--- src/hdl/itrt_pkg.sv ---
`timescale 1ns / 1ps

package itrt_pkg;

  localparam int MaxDigits = 10;
  localparam int BufDepth  = MaxDigits + 1;
  localparam int IdxW      = $clog2(BufDepth);
  localparam int CntW      = $clog2(BufDepth + 1);
  localparam int ValueW    = 32;
  localparam int FormatW   = 5;
  localparam int CharW     = 8;
  localparam int BitCntW   = $clog2(ValueW);
  localparam int RemW      = 5;

  localparam logic [FormatW-1:0] FmtSignedDec = 5'd0;
  localparam logic [FormatW-1:0] FmtCharacter = 5'd1;
  localparam logic [FormatW-1:0] RadixLimit   = 5'd16;
  localparam logic [FormatW-1:0] SignedRadix  = 5'd10;
  localparam logic [CharW-1:0]   MinusChar    = 8'h2D;

  typedef enum logic [2:0] {
    ST_IDLE,
    ST_DIV,
    ST_DIGIT,
    ST_SIGN,
    ST_EMIT
  } state_e;

  function automatic logic [CharW-1:0] digit_glyph(input logic [3:0] d);
    logic [CharW-1:0] g;
    case (d)
      4'd0:    g = 8'h30;
      4'd1:    g = 8'h31;
      4'd2:    g = 8'h32;
      4'd3:    g = 8'h33;
      4'd4:    g = 8'h34;
      4'd5:    g = 8'h35;
      4'd6:    g = 8'h36;
      4'd7:    g = 8'h37;
      4'd8:    g = 8'h38;
      4'd9:    g = 8'h39;
      4'd10:   g = 8'h41;
      4'd11:   g = 8'h42;
      4'd12:   g = 8'h43;
      4'd13:   g = 8'h44;
      4'd14:   g = 8'h45;
      default: g = 8'h46;
    endcase
    return g;
  endfunction

endpackage

--- src/hdl/itrt_in_if.sv ---
`timescale 1ns / 1ps

interface itrt_in_if;
  logic                          valid;
  logic                          ready;
  logic [itrt_pkg::ValueW-1:0]   value;
  logic [itrt_pkg::FormatW-1:0]  format;

  modport source (output valid, output value, output format, input ready);
  modport sink   (input valid, input value, input format, output ready);
endinterface

--- src/hdl/itrt_out_if.sv ---
`timescale 1ns / 1ps

interface itrt_out_if;
  logic                        valid;
  logic                        ready;
  logic [itrt_pkg::CharW-1:0]  text_char;
  logic                        last;

  modport source (output valid, output text_char, output last, input ready);
  modport sink   (input valid, input text_char, input last, output ready);
endinterface

--- src/hdl/integer_to_radix_text.sv ---
`timescale 1ns / 1ps

// Channel   Dir   Payload                        Handshake
// in_i      in    value[31:0], format[4:0]       valid / ready
// out_o     out   text_char[7:0], last           valid / ready
//
// Each digit takes 32 steps of a shared bit-serial restoring divider, then its
// glyph is stored. An item runs the divider once per digit, adds a minus sign for a
// negative signed-decimal value, then emits one character per cycle while out_o is ready.
// A character item skips the divider, is stored directly and goes straight to emission.
// in_i is ready only while the sequencer is idle; a held output item never blocks it.
// Reset (rst_ni low, asynchronous) returns the sequencer to idle and clears out_o.valid.

module integer_to_radix_text (
  input  logic clk_i,
  input  logic rst_ni,
  itrt_in_if.sink    in_i,
  itrt_out_if.source out_o
);

  itrt_pkg::state_e state_q, state_d;

  logic [itrt_pkg::ValueW-1:0]  num_q, num_d;
  logic [itrt_pkg::RemW-1:0]    rem_q, rem_d;
  logic [itrt_pkg::FormatW-1:0] radix_q, radix_d;
  logic [itrt_pkg::BitCntW-1:0] bit_q, bit_d;
  logic [itrt_pkg::CntW-1:0]    cnt_q, cnt_d;
  logic [itrt_pkg::IdxW-1:0]    rd_q, rd_d;
  logic                         neg_q, neg_d;
  logic                         out_valid_q, out_valid_d;
  logic [itrt_pkg::CharW-1:0]   out_char_q, out_char_d;
  logic                         out_last_q, out_last_d;

  logic [itrt_pkg::CharW-1:0]   buf_q [itrt_pkg::BufDepth];
  logic                         buf_we;
  logic [itrt_pkg::IdxW-1:0]    buf_wa;
  logic [itrt_pkg::CharW-1:0]   buf_wd;

  logic                         in_acc;
  logic                         emit_go;
  logic                         more_digits;
  logic [itrt_pkg::RemW-1:0]    trial;
  logic                         qbit;

  assign in_i.ready      = (state_q == itrt_pkg::ST_IDLE);
  assign in_acc          = in_i.valid && in_i.ready;
  assign emit_go         = (state_q == itrt_pkg::ST_EMIT) && (!out_valid_q || out_o.ready);
  assign more_digits     = ((cnt_q + itrt_pkg::CntW'(1)) < itrt_pkg::CntW'(itrt_pkg::MaxDigits))
                           && (num_q != '0);
  assign trial           = {rem_q[itrt_pkg::RemW-2:0], num_q[itrt_pkg::ValueW-1]};
  assign qbit            = (trial >= radix_q);

  assign out_o.valid     = out_valid_q;
  assign out_o.text_char = out_char_q;
  assign out_o.last      = out_last_q;

  always_comb begin
    state_d = state_q;
    case (state_q)
      itrt_pkg::ST_IDLE: begin
        if (in_acc) begin
          if (in_i.format == itrt_pkg::FmtCharacter) begin
            state_d = itrt_pkg::ST_EMIT;
          end else begin
            state_d = itrt_pkg::ST_DIV;
          end
        end
      end
      itrt_pkg::ST_DIV: begin
        if (bit_q == itrt_pkg::BitCntW'(itrt_pkg::ValueW - 1)) begin
          state_d = itrt_pkg::ST_DIGIT;
        end
      end
      itrt_pkg::ST_DIGIT: begin
        if (more_digits) begin
          state_d = itrt_pkg::ST_DIV;
        end else if (neg_q) begin
          state_d = itrt_pkg::ST_SIGN;
        end else begin
          state_d = itrt_pkg::ST_EMIT;
        end
      end
      itrt_pkg::ST_SIGN: begin
        state_d = itrt_pkg::ST_EMIT;
      end
      itrt_pkg::ST_EMIT: begin
        if (emit_go && (rd_q == '0)) begin
          state_d = itrt_pkg::ST_IDLE;
        end
      end
      default: begin
        state_d = itrt_pkg::ST_IDLE;
      end
    endcase
  end

  always_comb begin
    num_d       = num_q;
    rem_d       = rem_q;
    radix_d     = radix_q;
    bit_d       = bit_q;
    cnt_d       = cnt_q;
    rd_d        = rd_q;
    neg_d       = neg_q;
    out_valid_d = out_valid_q;
    out_char_d  = out_char_q;
    out_last_d  = out_last_q;
    buf_we      = 1'b0;
    buf_wa      = cnt_q[itrt_pkg::IdxW-1:0];
    buf_wd      = itrt_pkg::digit_glyph(rem_q[3:0]);

    if (out_valid_q && out_o.ready) begin
      out_valid_d = 1'b0;
    end

    case (state_q)
      itrt_pkg::ST_IDLE: begin
        if (in_acc) begin
          rem_d = '0;
          bit_d = '0;
          if (in_i.format == itrt_pkg::FmtCharacter) begin
            buf_we = 1'b1;
            buf_wa = '0;
            buf_wd = in_i.value[itrt_pkg::CharW-1:0];
            cnt_d  = itrt_pkg::CntW'(1);
            rd_d   = '0;
            neg_d  = 1'b0;
          end else begin
            cnt_d = '0;
            if (in_i.format == itrt_pkg::FmtSignedDec) begin
              radix_d = itrt_pkg::SignedRadix;
              neg_d   = in_i.value[itrt_pkg::ValueW-1];
              num_d   = in_i.value[itrt_pkg::ValueW-1] ? (~in_i.value + 32'd1) : in_i.value;
            end else begin
              radix_d = (in_i.format > itrt_pkg::RadixLimit) ? itrt_pkg::RadixLimit
                                                              : in_i.format;
              neg_d   = 1'b0;
              num_d   = in_i.value;
            end
          end
        end
      end
      itrt_pkg::ST_DIV: begin
        rem_d = qbit ? (trial - radix_q) : trial;
        num_d = {num_q[itrt_pkg::ValueW-2:0], qbit};
        bit_d = bit_q + itrt_pkg::BitCntW'(1);
      end
      itrt_pkg::ST_DIGIT: begin
        buf_we = 1'b1;
        cnt_d  = cnt_q + itrt_pkg::CntW'(1);
        rd_d   = cnt_q[itrt_pkg::IdxW-1:0];
        rem_d  = '0;
        bit_d  = '0;
      end
      itrt_pkg::ST_SIGN: begin
        buf_we = 1'b1;
        buf_wd = itrt_pkg::MinusChar;
        cnt_d  = cnt_q + itrt_pkg::CntW'(1);
        rd_d   = cnt_q[itrt_pkg::IdxW-1:0];
      end
      itrt_pkg::ST_EMIT: begin
        if (emit_go) begin
          out_valid_d = 1'b1;
          out_char_d  = buf_q[rd_q];
          out_last_d  = (rd_q == '0);
          if (rd_q != '0) begin
            rd_d = rd_q - itrt_pkg::IdxW'(1);
          end
        end
      end
      default: begin
      end
    endcase
  end

  always_ff @(posedge clk_i or negedge rst_ni) begin
    if (!rst_ni) begin
      state_q     <= itrt_pkg::ST_IDLE;
      bit_q       <= '0;
      cnt_q       <= '0;
      rd_q        <= '0;
      neg_q       <= 1'b0;
      out_valid_q <= 1'b0;
    end else begin
      state_q     <= state_d;
      bit_q       <= bit_d;
      cnt_q       <= cnt_d;
      rd_q        <= rd_d;
      neg_q       <= neg_d;
      out_valid_q <= out_valid_d;
    end
  end

  always_ff @(posedge clk_i) begin
    num_q      <= num_d;
    rem_q      <= rem_d;
    radix_q    <= radix_d;
    out_char_q <= out_char_d;
    out_last_q <= out_last_d;
  end

  always_ff @(posedge clk_i) begin
    if (buf_we) begin
      buf_q[buf_wa] <= buf_wd;
    end
  end

  a_cnt_bound: assert property (@(posedge clk_i) disable iff (!rst_ni)
    cnt_q <= itrt_pkg::CntW'(itrt_pkg::BufDepth))
    else $error("Character count exceeds the buffer depth.");

  a_rem_below_radix: assert property (@(posedge clk_i) disable iff (!rst_ni)
    (state_q == itrt_pkg::ST_DIGIT) |-> (rem_q < radix_q))
    else $error("Division remainder is not below the radix.");

  a_rd_in_range: assert property (@(posedge clk_i) disable iff (!rst_ni)
    (state_q == itrt_pkg::ST_EMIT) |-> (itrt_pkg::CntW'(rd_q) < cnt_q))
    else $error("Emit index points past the stored characters.");

  a_busy_after_accept: assert property (@(posedge clk_i) disable iff (!rst_ni)
    in_acc |=> !in_i.ready)
    else $error("Input ready right after an item was accepted.");

  a_last_ends_item: assert property (@(posedge clk_i) disable iff (!rst_ni)
    (emit_go && (rd_q == '0)) |=> (out_valid_q && out_last_q
                                   && (state_q == itrt_pkg::ST_IDLE)))
    else $error("Final character not marked last or sequencer not idle.");

endmodule
--- src/flat_wrapper.sv ---
// flat-port wrapper written by rule: the top's interface ports become plain ports
module integer_to_radix_text_flat 
  (clk_i, rst_ni, in_i_valid, in_i_value, in_i_format, in_i_ready, out_o_valid, out_o_text_char, out_o_last, out_o_ready);
  itrt_in_if in_i_i ();
  itrt_out_if out_o_i ();
  input  logic clk_i;
  input  logic rst_ni;
  input wire logic [$bits(in_i_i.valid)-1:0] in_i_valid;
  input wire logic [$bits(in_i_i.value)-1:0] in_i_value;
  input wire logic [$bits(in_i_i.format)-1:0] in_i_format;
  output wire logic [$bits(in_i_i.ready)-1:0] in_i_ready;
  output wire logic [$bits(out_o_i.valid)-1:0] out_o_valid;
  output wire logic [$bits(out_o_i.text_char)-1:0] out_o_text_char;
  output wire logic [$bits(out_o_i.last)-1:0] out_o_last;
  input wire logic [$bits(out_o_i.ready)-1:0] out_o_ready;
  assign in_i_i.valid = in_i_valid;
  assign in_i_i.value = in_i_value;
  assign in_i_i.format = in_i_format;
  assign in_i_ready = in_i_i.ready;
  assign out_o_valid = out_o_i.valid;
  assign out_o_text_char = out_o_i.text_char;
  assign out_o_last = out_o_i.last;
  assign out_o_i.ready = out_o_ready;
  integer_to_radix_text u_core (.clk_i(clk_i), .rst_ni(rst_ni), .in_i(in_i_i), .out_o(out_o_i));
endmodule
--- config.mk ---
export PLATFORM = sky130hd
export DESIGN_NAME = integer_to_radix_text_flat
export DESIGN_NICKNAME = d
export VERILOG_FILES = /design/src/hdl/itrt_pkg.sv /design/src/hdl/itrt_in_if.sv /design/src/hdl/itrt_out_if.sv /design/src/hdl/integer_to_radix_text.sv /design/src/flat_wrapper.sv
export SDC_FILE = /design/constraint.sdc
export NUM_CORES = 1
export LEC_CHECK = 0
export ABC_CLOCK_PERIOD_IN_PS = 3300
export BUFFER_PORTS_ARGS = -buffer_cell sky130_fd_sc_hd__buf_4
export CORE_MARGIN = 5
export CORE_UTILIZATION = 45
export CTS_BUF_LIST = sky130_fd_sc_hd__clkbuf_8
export DETAILED_ROUTE_END_ITERATION = 16
export SKIP_CTS_REPAIR_TIMING = 1
export SLEW_MARGIN = 20
export SYNTH_ARGS = -nofsm -noshare
export SYNTH_HDL_FRONTEND = slang
export SYNTH_SLANG_ARGS = --single-unit
--- constraint.sdc ---
create_clock -name clk_i -period 3.3 [get_ports clk_i]
set_input_delay 0.495 -clock clk_i [delete_from_list [all_inputs] [get_ports clk_i]]
set_output_delay 0.495 -clock clk_i [all_outputs]
set_load 0.01 [all_outputs]
==> reports/qor.yml <==
wire_length_of_the_first_global_routing_pass_mm: 27.1
worst_hold_path_type: "in2reg"
crit_required_ps: 3640
synth.ff_latch_count: 162
global_routing_usage_summed_across_all_routing_layers_pct: 17.7
drt_pass1_iterations: 5
most_common_library_cell_in_the_layout_ignoring_fill_and_taps: "sky130_fd_sc_hd__edfxtp_1"
tightest_slew_ps: 880
die_height_um: 141
timing.critical_path.max_delay_family: "compound AO/OA/AOI/OAI gates"
unrepaired_setup_endpoints_after_global_routing: "false"
number_of_input_and_output_port_buffers_inserted: 51
start_util_pct: 45.3
clkSinkCount: 162
irDropWorstVdd_mv: 0.419
route.detailed.vias_per_inst: 5.60
postLayoutCellArea_mm2: 0.00884
highest_delay_cell_along_the_critical_path: "sky130_fd_sc_hd__edfxtp_1"
final_core_utilization_pct: 51.6
hpwl_mm: 11.4
postSynth.topFlopCell: "sky130_fd_sc_hd__edfxtp_1"
drv.max_cap_violation_count: 0
power.density_mw_per_mm2: 800
place_inst: 889
synth_enable_flop_cells: 138
grt.overflow.total: 0
period_needed_ps: 2830
yosysWarnings: 0
setup_violations: 0
synth.net_count: 679
max-clock-path-buffers: 2
placeableCoreArea_mm2: 0.0171
timing.critical_path.cells: "ha_1 -> and4_1 -> a21o_1 -> o21ai_0 -> a21oi_1 -> a21oi_1 -> ha_1 -> and3_1 -> or3_1"
r2r_start: "u_core.rem_q[0]"
tritoncts: "done"
setup.worst_path.start: "u_core.rem_q[0]"
placement_rows: 48
grt_start_max_net_pins: 52
timing.critical_path.slowest_cell_delay_ps: 470
nNetsFinal: 740
insertedDiodeCount: 0
grt_pass1_vias: 5107
fillerInstances: 1470
report.final.slew_viol_count: 0
cts_buffers: 17
startpoint_type: "flip-flop"
yosysSeqAreaShare_pct: 60.8
post_layout_nonfiller_instances: 922
ioPinCount: 52
drt-initial-drc-count: 403
clock_latency_ps: 460
critical_path.endpoint_type: "flip-flop"
worst_setup_path_category: "reg2reg"
post-route-drc-count: 0
layout_cell_share_with_drive_strength_beyond_1_pct: 19.4
finalHoldViolations: 0
routed_wl_mm: 16.7
mostFrequentLayoutCells: "sky130_fd_sc_hd__edfxtp_1, sky130_fd_sc_hd__buf_4, sky130_fd_sc_hd__nand2_1, sky130_fd_sc_hd__o21ai_0, sky130_fd_sc_hd__nor2_1"
clock-skew-final_ps: 7.56
globalplace.congestion: 0.808
floorplan.die.width_um: 141
fmaxAchievable_ghz: 0.353
cp.buffers_inverters: 0
rel_slew_slack_pct: 41.1
post_dp_cell_area_mm2: 0.00845
clockRootBuffer: "sky130_fd_sc_hd__clkbuf_8"
cts.htree.levels: 4
synthesis.instances: 623
timing.critical_path.arrival_ps: 3170
avgSynthCellArea_um2: 12.4
route.vias.total: 5162
die_area_mm2: 0.0199
flow.area_growth_from_synthesis_pct: 14.1
critical_path.max_fanout: 6
leakage_uw: 0.00319
asyncSetResetFlopFracSynth_pct: 11.1
grt_antenna_before_repair: 0
outcome: "finished, final reports clean"
clkTransAtPathRegs_ps: 90
fin_crit_sh_pct: 85.7
synthesis.area_mm2: 0.00775
netlist-cell-type-count: 60
antenna_left: 0
routedWlPerCell_um: 18.1
holdCritStartpoint: "in_i_format[1]"
final_layout_setup_total_negative_slack_ps: 0
cell type report:
type                       count  area (um^2)  area share, %
clock buffer                  17          234           2.65
clock inverter                15          146           1.66
inverter                      20         75.1          0.849
multi-input combinational    412         2850           32.3
sequential                   162         4710           53.3
tap                          225          282           3.18
timing repair buffer          71          536           6.06
cell usage after synthesis (3+ instances only):
cell / instances / share of area (%)
sky130_fd_sc_hd__a22o_1: 4 / 0.45
sky130_fd_sc_hd__a21oi_1: 33 / 2.1
sky130_fd_sc_hd__buf_2: 5 / 0.32
sky130_fd_sc_hd__nor3_1: 5 / 0.32
sky130_fd_sc_hd__mux4_2: 16 / 4.7
sky130_fd_sc_hd__or4_1: 4 / 0.39
sky130_fd_sc_hd__nor4_1: 8 / 0.65
sky130_fd_sc_hd__xnor2_1: 11 / 1.2
sky130_fd_sc_hd__nor3b_1: 4 / 0.39
sky130_fd_sc_hd__a211oi_1: 5 / 0.48
sky130_fd_sc_hd__o21ai_0: 61 / 3.9
sky130_fd_sc_hd__dfxtp_1: 6 / 1.6
sky130_fd_sc_hd__nand3_1: 14 / 0.90
sky130_fd_sc_hd__and2_1: 4 / 0.32
sky130_fd_sc_hd__a31oi_1: 4 / 0.32
sky130_fd_sc_hd__nor2_1: 41 / 2.0
sky130_fd_sc_hd__or2_2: 4 / 0.32
sky130_fd_sc_hd__nand2b_1: 5 / 0.40
sky130_fd_sc_hd__clkbuf_1: 21 / 1.0
sky130_fd_sc_hd__a21o_1: 7 / 0.68
sky130_fd_sc_hd__or3_1: 9 / 0.73
sky130_fd_sc_hd__dfrtp_1: 18 / 5.8
sky130_fd_sc_hd__nand2_1: 66 / 3.2
sky130_fd_sc_hd__edfxtp_1: 138 / 53
sky130_fd_sc_hd__and3_1: 8 / 0.65
sky130_fd_sc_hd__o31ai_1: 6 / 0.58
sky130_fd_sc_hd__o41ai_1: 3 / 0.34
sky130_fd_sc_hd__ha_1: 14 / 2.3
sky130_fd_sc_hd__nand4_1: 3 / 0.24
sky130_fd_sc_hd__xor2_1: 20 / 2.3
sky130_fd_sc_hd__inv_1: 19 / 0.92
sky130_fd_sc_hd__o211ai_1: 9 / 0.87
sky130_fd_sc_hd__mux2i_1: 16 / 2.1
state kept, by name, summed over array words and instances, names as in the netlist, named ones only:
register	flops
u_core.bit_q	5
u_core.buf_q	88
u_core.cnt_q	4
u_core.neg_q	1
u_core.num_q	32
u_core.out_o.last	1
u_core.out_o.text_char	8
u_core.out_o.valid	1
u_core.radix_q	5
u_core.rd_q	4
u_core.rem_q	4
u_core.state_q	3
path summary, 6_finish.rpt:
path                                     endpoint  cells past startpoint  slack, ps
worst max-delay path                    flip-flop                      9        470
worst min-delay path            u_core.radix_q[1]                      2        330
worst max register to register          flip-flop                      9        470
worst min register to register    u_core.bit_q[4]                      1        530
max in group asynchronous         u_core.cnt_q[0]                      2       2640
min in group asynchronous         u_core.bit_q[2]                      2        440
power by group:
group          switching [uW]  internal, uW  leakage, uW
registers                 305          2940      0.00157
clock network             779           618     0.000190
logic                    1480           949      0.00143
total                    2560          4510      0.00319
through the flow:
step                hold WS [ps]  setup slack, ps  total power (uW)
global route                 300              355              7560
floorplan                    199              826              4920
detailed placement           391              566              5710
CTS                         -118              529              7100
global placement             387              685              5610
finish                       333              471              7070
layer usage:
layer	up-vias	track usage (%)	wire, um
met5	-	0	0
met4	0	5.25	198
met3	23	3.56	895
met2	150	27.8	7830
met1	2515	25.0	7770
li1	2474	-	-
cell families after synthesis:
| kind of cell | count (synthesis) | share of synthesized area (%) |
|---|---|---|
| buf+inv | 49 | 2.55 |
| simple gates | 186 | 11.9 |
| xor+xnor | 31 | 3.50 |
| fa+ha+maj | 15 | 2.52 |
| mux | 32 | 6.72 |
| compound gates | 148 | 11.9 |
| flops | 162 | 60.8 |
No activity file was read; power rests on OpenSTA's default activity.
